==> config.mk <==
export PLATFORM = sky130hd
export DESIGN_NAME = proximity_led_pattern_indicator
export DESIGN_NICKNAME = d
export VERILOG_FILES = /design/src/hdl/pli_pkg.sv /design/src/hdl/pli_pattern_sel.sv /design/src/hdl/pli_led_seq.sv /design/src/hdl/proximity_led_pattern_indicator.sv
export SDC_FILE = /design/constraint.sdc
export NUM_CORES = 1
export LEC_CHECK = 0
export ABC_CLOCK_PERIOD_IN_PS = 4600
export BUFFER_PORTS_ARGS = -buffer_cell sky130_fd_sc_hd__buf_4
export CAP_MARGIN = 20
export CORE_UTILIZATION = 35
export DETAILED_ROUTE_END_ITERATION = 7
export GPL_ROUTABILITY_DRIVEN = 0
export PLACE_DENSITY = 0.61
export SETUP_SLACK_MARGIN = 0.4
export SLEW_MARGIN = 20
export SYNTH_ARGS = -nofsm -noshare
export SYNTH_HDL_FRONTEND = slang
export SYNTH_SLANG_ARGS = --single-unit
==> constraint.sdc <==
create_clock -name clk -period 4.6 [get_ports clk]
set_input_delay 0.46 -clock clk [delete_from_list [all_inputs] [get_ports clk]]
set_output_delay 0.46 -clock clk [all_outputs]
set_load 0.01 [all_outputs]
==> src/hdl/pli_pkg.sv <==
`timescale 1ns / 1ps
// ----------------------------------------------------------------------------
// pli_pkg : shared types and constants of the proximity LED pattern indicator
// Pattern codes, register indexes, reset thresholds and the blink sequencer.
// ----------------------------------------------------------------------------
package pli_pkg;

  localparam int unsigned RANGE_W = 16;
  localparam int unsigned CODE_W  = 4;
  localparam int unsigned CNT_W   = 5;
  localparam int unsigned IDX_W   = 2;

  localparam logic [CNT_W-1:0]   CNT_MAX = 5'd31;

  localparam logic [RANGE_W-1:0] NEAR_RST  = 16'd150;
  localparam logic [RANGE_W-1:0] CLOSE_RST = 16'd300;
  localparam logic [RANGE_W-1:0] MID_RST   = 16'd500;

  // LED patterns
  typedef enum logic [2:0] {
    PAT_OFF       = 3'd0,
    PAT_SOLID_ON  = 3'd1,
    PAT_SOLID_OFF = 3'd2,
    PAT_SLOW      = 3'd3,
    PAT_FAST      = 3'd4,
    PAT_DOUBLE    = 3'd5,
    PAT_TRIPLE    = 3'd6,
    PAT_SOS       = 3'd7
  } pat_t;

  // Raw range status codes with a meaning of their own
  localparam logic [CODE_W-1:0] STS_VALID  = 4'd0;
  localparam logic [CODE_W-1:0] STS_SIGMA  = 4'd1;
  localparam logic [CODE_W-1:0] STS_SIGNAL = 4'd2;
  localparam logic [CODE_W-1:0] STS_WRAP   = 4'd5;

  // Configuration register indexes
  typedef enum logic [IDX_W-1:0] {
    REG_NEAR  = 2'd0,
    REG_CLOSE = 2'd1,
    REG_MID   = 2'd2
  } reg_idx_t;

  // Configuration write word as passed between modules
  typedef struct packed {
    logic               valid;
    logic [IDX_W-1:0]   index;
    logic [RANGE_W-1:0] data;
  } cfg_wr_t;

  // One sequencer step: LED level and next counter value
  typedef struct packed {
    logic             led;
    logic [CNT_W-1:0] cnt;
  } seq_step_t;

  // Step a pattern from counter value c. Segments alternate on, off, ...;
  // once the last segment end is reached the LED is off and the count
  // restarts at one. Static patterns count up and saturate.
  function automatic seq_step_t seq_eval(input pat_t pat, input logic [CNT_W-1:0] c);
    seq_step_t r;
    logic      wrap;
    r.led = 1'b0;
    r.cnt = c + 5'd1;
    wrap  = 1'b0;
    unique case (pat)
      PAT_SLOW: begin
        if (c < 5'd10)      r.led = 1'b1;
        else if (c >= 5'd20) wrap = 1'b1;
      end
      PAT_FAST: begin
        if (c < 5'd4)       r.led = 1'b1;
        else if (c >= 5'd8) wrap = 1'b1;
      end
      PAT_DOUBLE: begin
        if (c < 5'd2 || (c >= 5'd4 && c < 5'd6)) r.led = 1'b1;
        else if (c >= 5'd12)                      wrap = 1'b1;
      end
      PAT_TRIPLE: begin
        if (c < 5'd2 || (c >= 5'd4 && c < 5'd6) || (c >= 5'd8 && c < 5'd10))
          r.led = 1'b1;
        else if (c >= 5'd16)
          wrap = 1'b1;
      end
      PAT_SOS: begin
        if (c < 5'd1 || c == 5'd2 || c == 5'd4 || (c >= 5'd8 && c < 5'd11) ||
            (c >= 5'd12 && c < 5'd15) || (c >= 5'd16 && c < 5'd19))
          r.led = 1'b1;
        else if (c >= 5'd22)
          wrap = 1'b1;
      end
      default: begin
        // off, solid on, solid off
        r.led = (pat == PAT_SOLID_ON);
        r.cnt = (c < CNT_MAX) ? c + 5'd1 : c;
      end
    endcase
    if (wrap) begin
      r.led = 1'b0;
      r.cnt = 5'd1;
    end
    return r;
  endfunction

endpackage

==> src/hdl/pli_pattern_sel.sv <==
`timescale 1ns / 1ps
// ----------------------------------------------------------------------------
// pli_pattern_sel : threshold registers and status pattern choice
// Holds the three distance limits and maps flags, status and range to a pattern.
// ----------------------------------------------------------------------------
module pli_pattern_sel (
  input  logic                          clk,
  input  logic                          rst_n,
  input  pli_pkg::cfg_wr_t              cfg_wr,
  input  logic                          data_ready,
  input  logic                          read_ok,
  input  logic [pli_pkg::CODE_W-1:0]    status_code,
  input  logic [pli_pkg::RANGE_W-1:0]   distance,
  output pli_pkg::pat_t                 pattern
);
  import pli_pkg::*;

  logic [RANGE_W-1:0] near_limit_r;
  logic [RANGE_W-1:0] close_limit_r;
  logic [RANGE_W-1:0] mid_limit_r;

  // Threshold registers; an index past the list is ignored
  always_ff @(posedge clk) begin
    if (!rst_n) begin
      near_limit_r  <= NEAR_RST;
      close_limit_r <= CLOSE_RST;
      mid_limit_r   <= MID_RST;
    end else if (cfg_wr.valid) begin
      unique case (cfg_wr.index)
        REG_NEAR:  near_limit_r  <= cfg_wr.data;
        REG_CLOSE: close_limit_r <= cfg_wr.data;
        REG_MID:   mid_limit_r   <= cfg_wr.data;
        default: ;
      endcase
    end
  end

  // Pattern choice: flags first, then status code, then distance zone
  always_comb begin
    priority if (!data_ready) begin
      pattern = PAT_DOUBLE;
    end else if (!read_ok) begin
      pattern = PAT_TRIPLE;
    end else if (status_code == STS_VALID) begin
      priority if (distance < near_limit_r)  pattern = PAT_SOLID_ON;
      else if (distance < close_limit_r)     pattern = PAT_FAST;
      else if (distance < mid_limit_r)       pattern = PAT_SLOW;
      else                                   pattern = PAT_OFF;
    end else if (status_code == STS_SIGMA) begin
      pattern = PAT_DOUBLE;
    end else if (status_code == STS_SIGNAL) begin
      pattern = PAT_TRIPLE;
    end else if (status_code == STS_WRAP) begin
      pattern = PAT_FAST;
    end else begin
      pattern = PAT_SOS;
    end
  end

endmodule

==> src/hdl/pli_led_seq.sv <==
`timescale 1ns / 1ps
// ----------------------------------------------------------------------------
// pli_led_seq : blink sequencer for one LED
// Tick counter and pattern lookup; restart clears the count before the step.
// ----------------------------------------------------------------------------
module pli_led_seq (
  input  logic          clk,
  input  logic          rst_n,
  input  logic          advance,
  input  logic          restart,
  input  pli_pkg::pat_t pattern,
  output logic          led
);
  import pli_pkg::*;

  logic [CNT_W-1:0] count_r;
  logic [CNT_W-1:0] count_nxt;
  logic [CNT_W-1:0] count_use;
  seq_step_t        step;

  // Step from the current (or cleared) count
  always_comb begin
    count_use = restart ? '0 : count_r;
    step      = seq_eval(pattern, count_use);
    led       = step.led;
    count_nxt = step.cnt;
  end

  always_ff @(posedge clk) begin
    if (!rst_n) begin
      count_r <= '0;
    end else if (advance) begin
      count_r <= count_nxt;
    end
  end

endmodule

==> src/hdl/proximity_led_pattern_indicator.sv <==
`timescale 1ns / 1ps
// ----------------------------------------------------------------------------
// proximity_led_pattern_indicator : status and heartbeat LED driver
// One input word per 50 ms tick; one LED word out per tick.
// ----------------------------------------------------------------------------
// channel | direction | handshake          | payload
// in_     | in        | in_valid/in_stall  | data_ready, read_ok, status_code, distance
// out_    | out       | out_valid/out_stall| status_led, heartbeat_led
// cfg_    | in        | cfg_valid/cfg_ready| cfg_index, cfg_data
//
// From acceptance a word goes into the input register, then through the pattern
// choice and counter step into the result register. One word per cycle when
// not stalled. cfg_ready is always high. Reset is synchronous; the pattern starts
// at slow blink, counters at zero. out_stall backs up via both registers to in_stall.
// ----------------------------------------------------------------------------
module proximity_led_pattern_indicator (
  input  logic                          clk,
  input  logic                          rst_n,
  input  logic                          in_valid,
  output logic                          in_stall,
  input  logic                          in_data_ready,
  input  logic                          in_read_ok,
  input  logic [pli_pkg::CODE_W-1:0]    in_status_code,
  input  logic [pli_pkg::RANGE_W-1:0]   in_distance,
  output logic                          out_valid,
  input  logic                          out_stall,
  output logic                          out_status_led,
  output logic                          out_heartbeat_led,
  input  logic                          cfg_valid,
  output logic                          cfg_ready,
  input  logic [pli_pkg::IDX_W-1:0]     cfg_index,
  input  logic [pli_pkg::RANGE_W-1:0]   cfg_data
);
  import pli_pkg::*;

  logic               s1_valid_r;
  logic               s1_ready_r;
  logic               s1_ok_r;
  logic [CODE_W-1:0]  s1_code_r;
  logic [RANGE_W-1:0] s1_range_r;

  logic               out_valid_r;
  logic               out_status_r;
  logic               out_heart_r;

  pat_t               pattern_r;
  pat_t               pat_sel;
  logic               pat_change;
  logic               out_free;
  logic               s1_move;
  logic               s1_free;
  logic               status_led;
  logic               heart_led;
  cfg_wr_t            cfg_wr;

  // Flow control
  assign out_free = !out_valid_r || !out_stall;
  assign s1_move  = s1_valid_r && out_free;
  assign s1_free  = !s1_valid_r || out_free;
  assign in_stall = !s1_free;

  assign cfg_ready    = 1'b1;
  assign cfg_wr.valid = cfg_valid;
  assign cfg_wr.index = cfg_index;
  assign cfg_wr.data  = cfg_data;

  // Input register
  always_ff @(posedge clk) begin
    if (!rst_n) begin
      s1_valid_r <= 1'b0;
    end else if (s1_free) begin
      s1_valid_r <= in_valid;
    end
  end

  always_ff @(posedge clk) begin
    if (s1_free && in_valid) begin
      s1_ready_r <= in_data_ready;
      s1_ok_r    <= in_read_ok;
      s1_code_r  <= in_status_code;
      s1_range_r <= in_distance;
    end
  end

  pli_pattern_sel u_sel (
    .clk         (clk),
    .rst_n       (rst_n),
    .cfg_wr      (cfg_wr),
    .data_ready  (s1_ready_r),
    .read_ok     (s1_ok_r),
    .status_code (s1_code_r),
    .distance    (s1_range_r),
    .pattern     (pat_sel)
  );

  // Current status pattern; a change restarts the status counter
  assign pat_change = (pat_sel != pattern_r);

  always_ff @(posedge clk) begin
    if (!rst_n) begin
      pattern_r <= PAT_SLOW;
    end else if (s1_move) begin
      pattern_r <= pat_sel;
    end
  end

  pli_led_seq u_status (
    .clk     (clk),
    .rst_n   (rst_n),
    .advance (s1_move),
    .restart (pat_change),
    .pattern (pat_sel),
    .led     (status_led)
  );

  pli_led_seq u_heart (
    .clk     (clk),
    .rst_n   (rst_n),
    .advance (s1_move),
    .restart (1'b0),
    .pattern (PAT_SLOW),
    .led     (heart_led)
  );

  // Result register
  always_ff @(posedge clk) begin
    if (!rst_n) begin
      out_valid_r <= 1'b0;
    end else if (out_free) begin
      out_valid_r <= s1_valid_r;
    end
  end

  always_ff @(posedge clk) begin
    if (s1_move) begin
      out_status_r <= status_led;
      out_heart_r  <= heart_led;
    end
  end

  assign out_valid         = out_valid_r;
  assign out_status_led    = out_status_r;
  assign out_heartbeat_led = out_heart_r;

endmodule

# After elaboration in Yosys (flattened, before gate mapping)
# Cells that the tools add are included.
[word_totals]
reg_bits = 87
inputBits = 45
output_inout_bits = 5
word_cells = 110
[classes]
addsub = 2
magnitude_cmp = 20
n_eq_ne = 14
mux = 34
reduce_logical = 26
[op_table]
columns = ["operator", "count"]
rows = [
  ["16-bit less-than comparator", 3],
  ["5-bit two-way mux", 5],
  ["3-bit two-way mux", 7],
  ["5-bit greater-or-equal comparator (second input constant)", 4],
  ["5-bit by 4-bit less-than comparator with 1-bit output (second input constant)", 4],
  ["1-bit two-way mux", 18],
  ["3-bit equality test (second input constant)", 4],
  ["5-bit by 1-bit adder with 5-bit output (second input constant)", 2],
  ["5-bit by 4-bit greater-or-equal comparator with 1-bit output (second input constant)", 2],
  ["5-bit by 3-bit less-than comparator with 1-bit output (second input constant)", 2],
  ["5-bit less-than comparator (second input constant)", 2],
  ["1-bit one-hot mux with 5 select lines", 2],
  ["1-bit logical OR", 9],
  ["1-bit logical AND", 7],
  ["2-bit AND reduction", 3],
  ["5-bit by 2-bit equality test with 1-bit output (second input constant)", 1],
  ["5-bit by 3-bit equality test with 1-bit output (second input constant)", 1],
  ["5-bit by 3-bit greater-or-equal comparator with 1-bit output (second input constant)", 1],
  ["5-bit by 1-bit less-than comparator with 1-bit output (second input constant)", 1],
  ["5-bit by 2-bit less-than comparator with 1-bit output (second input constant)", 1],
  ["5-bit OR reduction", 1],
  ["4-bit by 1-bit equality test with 1-bit output (second input constant)", 1],
  ["4-bit by 2-bit equality test with 1-bit output (second input constant)", 1],
  ["4-bit by 3-bit equality test with 1-bit output (second input constant)", 1],
  ["9 further kinds", 13],
]

# Longest topological paths before layout
[logic_depth]
word_depth = 18
mapped_depth = 15
ltp_nobuf = 15

# Cells and area by module
# Synthesis repeated with hierarchy kept, for this count alone.
[unflattened]
hier_cells = 577
area_unflattened_um2 = 5116.2
[by_module_without_submodules]
columns = ["module", "instances", "cells_each", "area_each_um2"]
rows = [
  ["pli_pattern_sel", 1, 368, 2944.1],
  ["pli_led_seq", 2, 79, 595.6],
  ["proximity_led_pattern_indicator", 1, 51, 980.9],
]

# Least setup slack after synthesis
# Ideal clock, no wire load.
[synth_path]
path_type = "register -> register"
start = "reg s1_range_r[14]"
end = "reg u_status.count_r[1]"
setup_ps = 115
t_arrival_ps = 3233
required_time_ps = 4485
slack_ps = 1253
path_stages_with_launch = 13
path_cell_list = "edfxtp_1 ha_1 nand4_1 nor3_2 or4b_1 and4_4 a211o_4 and3_1 o211a_1 and2_1 ha_1 a311oi_1 a2111oi_0"
[synth_via]
elab_chain_cells = 18
word_cells_on_any_way = 61
[synth_rtl]
columns = ["element", "line", "text"]
rows = [
  ["start: declaration", "proximity_led_pattern_indicator.sv:40", "logic [RANGE_W-1:0] s1_range_r;"],
  ["start signal: assignment", "proximity_led_pattern_indicator.sv:81", "s1_range_r <= in_distance;"],
  ["16-bit less-than comparator", "pli_pattern_sel.sv:47", "else if (distance < mid_limit_r) pattern = PAT_SLOW;"],
  ["2-bit two-way mux", "pli_pattern_sel.sv:47", ""],
  ["3-bit two-way mux", "pli_pattern_sel.sv:46", "else if (distance < close_limit_r) pattern = PAT_FAST;"],
  ["3-bit two-way mux *", "pli_pattern_sel.sv:45", "priority if (distance < near_limit_r) pattern = PAT_SOLID_ON;"],
  ["3-bit two-way mux *", "pli_pattern_sel.sv:44", "end else if (status_code == STS_VALID) begin"],
  ["3-bit two-way mux *", "pli_pattern_sel.sv:42", "end else if (!read_ok) begin"],
  ["3-bit two-way mux *", "pli_pattern_sel.sv:40", "priority if (!data_ready) begin"],
  ["3-bit != test", "proximity_led_pattern_indicator.sv:97", "assign pat_change = (pat_sel != pattern_r);"],
  ["5-bit two-way mux", "pli_led_seq.sv:23", "count_use = restart ? '0 : count_r;"],
  ["5-bit by 1-bit less-than comparator with 1-bit output / 5-bit by 2-bit equality test with 1-bit output (equally long branches)", "pli_pkg.sv:86", "if (c < 5'd1 || c == 5'd2 || c == 5'd4 || (c >= 5'd8 && c < 5'd11) ||"],
  ["1-bit logical OR (4 in series)", "pli_pkg.sv:86", ""],
  ["1-bit logical OR", "pli_pkg.sv:87", "(c >= 5'd12 && c < 5'd15) || (c >= 5'd16 && c < 5'd19))"],
  ["1-bit two-way mux", "pli_pkg.sv:86", ""],
  ["1-bit one-hot mux with 5 select lines", "pli_pkg.sv:66", "unique case (pat)"],
  ["5-bit two-way mux *", "pli_pkg.sv:98", "if (wrap) begin"],
  ["end signal: assignment", "pli_led_seq.sv:33", "count_r <= count_nxt;"],
  ["end: declaration", "pli_led_seq.sv:16", "logic [CNT_W-1:0] count_r;"],
]
# Every way passes the cells marked *; elsewhere a longest branch is shown, timed or not.
# A chain may end at the register's enable or synchronous reset.

# Final worst setup path
[layout_path]
start = "reg s1_range_r[14]"
end = "reg u_status.count_r[4]"
# The elaborated chain is that of the path after synthesis.

==> flow_summary_export.csv <==
group,metric,value,unit
synth,ys_async_sr_fraction,0,
critical_path,cp.arrival,4.04,ns
clock_network,cts_root_buf,"sky130_fd_sc_hd__clkbuf_16",
power,vdd.ir_drop.worst,0.170,mV
clock_network,htree_num_levels,3,
floorplan,ios,50,
timing,final.min_clock_period,3.83,ns
timing,max_freq,261,MHz
timing,report.final.slew_viol_count,0,
global_routing,grt_pass1_wl,19.3,mm
synth,yosys.area.top_type,"sky130_fd_sc_hd__dfxtp_1",
power,p_total,1.76,mW
layout,layout.cells.non_filler,774,
power,power.density_cell_area,317,nW/µm²
place,post-place-cells,758,
clock_network,cts.hold.buffers_added,0,
routing,wl_per_cell,14.9,µm
timing,layout_worst_path_cycle_share,0.833,
clock_network,post_cts.repair.setup_buffers,0,
synth,yosys.cell_types.count,64,
layout,diode_count,0,
power,cellLeakagePower,2.18,nW
outcome,status,"finished clean",
place,io_buffers,48,
critical_path,worst_setup_ep,"u_status.count_r[4]$_SDFFE_PN0P_",
clock_network,path_clk_slew,0.07,ns
job,max_cap_violations,0,
clock_network,tritoncts_clock_tree,"done",
timing,clock-skew-final,0.0119,ns
layout,combined_area_of_the_multi_input_logic_cells,2460,µm²
timing,timing.slew.headroom,0.413,
layout,num-nets-final,685,
critical_path,reg2reg_depth,14,
layout,area.growth.synth_to_final,17.4,%
layout,fin_area,5550,µm²
floorplan,die-height,118,µm
critical_path,r2r_setup_slack,0.77,ns
min_path,worst_min_delay_path_category,"primary input to flip-flop",
synth,postSynthRegisterBits,87,
synth,yosys-top-cells-area,"sky130_fd_sc_hd__dfxtp_1 (27%), sky130_fd_sc_hd__edfxtp_1 (15%), sky130_fd_sc_hd__ha_1 (12%)",
routing,finalWirelength,11.5,mm
synth,synth_enable_flop_cells,24,
synth,synth-main-ff-cell,"sky130_fd_sc_hd__dfxtp_1",
floorplan,floorplan.initialDensity,0.358,
floorplan,num_rows,42,
critical_path,timing.rr.start,"s1_range_r[14]$_DFFE_PP_",
timing,setup_total_negative_slack,0,ns
layout,regArea,1980,µm²
critical_path,path_max_fanout,13,
layout,final.fill_count,1302,
synth,yosysWarningCount,0,
min_path,hp-start,"in_distance[5]",
global_routing,gr-usage-all-layers,0.176,
critical_path,cp_slowest_stage_delay,0.64,ns
synth,seq_total_area_yosys,0.419,
global_routing,largest_net_degree_at_the_start_of_global_routing,31,
critical_path,timing_worst_setup_path_type,"flip-flop to flip-flop",
timing,worst_hold_slack,0.288,ns
critical_path,worst_setup_path_startpoint,"s1_range_r[14]$_DFFE_PP_",
timing,rsz0062_at_grt,"no",
synth,synth_fp_nets,642,
timing,final-hold-violation-count,0,
routing,antenna_violating_nets_post_route,0,
routing,detailedRoute.firstIterationViolations,220,
synth,ys_top_cells_by_count,"sky130_fd_sc_hd__nand2_1 (110), sky130_fd_sc_hd__a21oi_1 (65), sky130_fd_sc_hd__dfxtp_1 (63), sky130_fd_sc_hd__inv_1 (55), sky130_fd_sc_hd__ha_1 (47)",
floorplan,die_w,118,µm
critical_path,crit_path_max_delay_family,"compound AO/OA/AOI/OAI gates",
place,detailedPlace.worstSlack,0.874,ns
critical_path,crit_buf_inv,1,
timing,setup_violations,0,
timing,timing_worst_slew_pin_value,0.881,ns
place,post-dp-hpwl,8.53,mm
critical_path,cp_num_cells,14,
critical_path,crit_path_cell_trace,"ha_1, a21oi_1, nand2_1, a2111oi_0, and3_1, o2111ai_1, buf_4, xnor2_1, o211a_1, and2_1, ha_1, nand2_1, o41ai_1, a211oi_2",
synth,syn_avg_cell_area,8.59,µm²
critical_path,worstReg2RegEnd,"u_status.count_r[4]$_SDFFE_PN0P_",
routing,detail_route.drc_violations,0,
floorplan,floorplan.die_area,14000,µm²
timing,finalWorstSetupSlack,0.770,ns
clock_network,number_of_clock_sinks,87,
global_routing,via_count_of_the_first_global_routing_pass,3905,
critical_path,worst_ep_required_time,4.81,ns
layout,post_route_cells_drive_above_1_share,0.142,
routing,dr_total_vias,3966,
place,post_dp_cell_area,5270,µm²
clock_network,cts_buffers,9,
global_routing,global_route.overflow_total,0,
clock_network,post_cts_resized,0,
clock_network,worstSkewPairLatency,0.35,ns
synth,post_synth_instance_area,4730,µm²
synth,yosys.cell_count.top_type,"sky130_fd_sc_hd__nand2_1",
critical_path,cpMaxStageDelayCell,"sky130_fd_sc_hd__a2111oi_0",
synth,synth_top_area_share,0.267,
critical_path,cp-end-kind,"flip-flop",
global_routing,antenna_violations_before_repair,0,
routing,firstDrtPassIters,5,
floorplan,placeableCoreArea,13200,µm²
critical_path,cp-start-kind,"flip-flop",
layout,postLayoutCoreUtil,0.421,
clock_network,clock_path_buffers,2,
synth,synthCells,550,
routing,detail_route.vias_per_cell,5.12,
logic make-up (layout without fill, tap and decap cells):
| family | Yosys count | in the layout | synth area share |
|---|---|---|---|
| adder cells (fa/ha/maj) | 47 | 47 | 0.124 |
| XOR/XNOR | 1 | 1 | 0.00185 |
| buffers and inverters | 77 | 125 | 0.0620 |
| other | 1 | 1 | 0.000794 |
| multiplexers | 1 | 1 | 0.00212 |
| AND/OR/NAND/NOR | 195 | 195 | 0.189 |
| flip-flops | 87 | 87 | 0.419 |
| AO/OA/AOI/OAI | 141 | 141 | 0.201 |
metal layers:
layer / GRT usage / vias up / routed length, µm
met3: 0.0425 / 10 / 557
met4: 0.0521 / 0 / 120
met5: 0 / - / 0
met2: 0.279 / 96 / 5420
met1: 0.236 / 1845 / 5440
li1: - / 2015 / -
sequential cells by signal, indices dropped and copies added (netlist names):
| name | cells |
|---|---|
| out_heartbeat_led | 1 |
| u_heart.count_r | 5 |
| s1_ready_r | 1 |
| out_valid | 1 |
| u_sel.near_limit_r | 16 |
| s1_ok_r | 1 |
| s1_code_r | 4 |
| u_sel.mid_limit_r | 16 |
| out_status_led | 1 |
| s1_valid_r | 1 |
| s1_range_r | 16 |
| u_sel.close_limit_r | 16 |
| u_status.count_r | 5 |
| pattern_r | 3 |
where the power goes:
part | switching (mW) | internal, mW
sequential | 0.0241 | 0.822
combinational | 0.127 | 0.0966
clock | 0.295 | 0.395
total | 0.446 | 1.31
cell type report:
| cell class | instances | area share |
|---|---|---|
| clock inverters | 3 | 0.00338 |
| flip-flops and latches | 87 | 0.357 |
| clock buffers | 13 | 0.0469 |
| repair buffers | 53 | 0.0717 |
| inverters | 56 | 0.0379 |
| well taps | 176 | 0.0397 |
| multi-input cells | 386 | 0.443 |
how the worst min path moves through the flow:
stage | endpoint | depth (start not counted)
final | s1_range_r[5]$_DFFE_PP_ | 1
after global routing | s1_range_r[5]$_DFFE_PP_ | 1
after CTS | s1_range_r[5]$_DFFE_PP_ | 1
after detailed placement | u_sel.mid_limit_r[0]$_SDFFE_PN0P_ | 2
after global placement | u_sel.close_limit_r[1]$_SDFFE_PN0P_ | 2
after floorplan | u_sel.close_limit_r[10]$_SDFFE_PN0P_ | 2
layout by cell type (no fill, tap or decap), types with 7 or more instances in the layout:
master                      synthesis  layout
sky130_fd_sc_hd__ha_1              47      47
sky130_fd_sc_hd__clkbuf_16          0       9
sky130_fd_sc_hd__buf_4              1      53
sky130_fd_sc_hd__edfxtp_1          24      24
sky130_fd_sc_hd__nor3_1             7       7
sky130_fd_sc_hd__nand3_1           10      10
sky130_fd_sc_hd__dfxtp_1           63      63
sky130_fd_sc_hd__a21oi_1           65      65
sky130_fd_sc_hd__nor2_1            26      26
sky130_fd_sc_hd__nand2_1          110     110
sky130_fd_sc_hd__nand4_1            9       9
sky130_fd_sc_hd__o21ai_0           14      14
sky130_fd_sc_hd__o211ai_1          16      16
sky130_fd_sc_hd__inv_1             55      55
sky130_fd_sc_hd__nand2b_1           7       7
No activity file was read; power rests on OpenSTA's default activity.
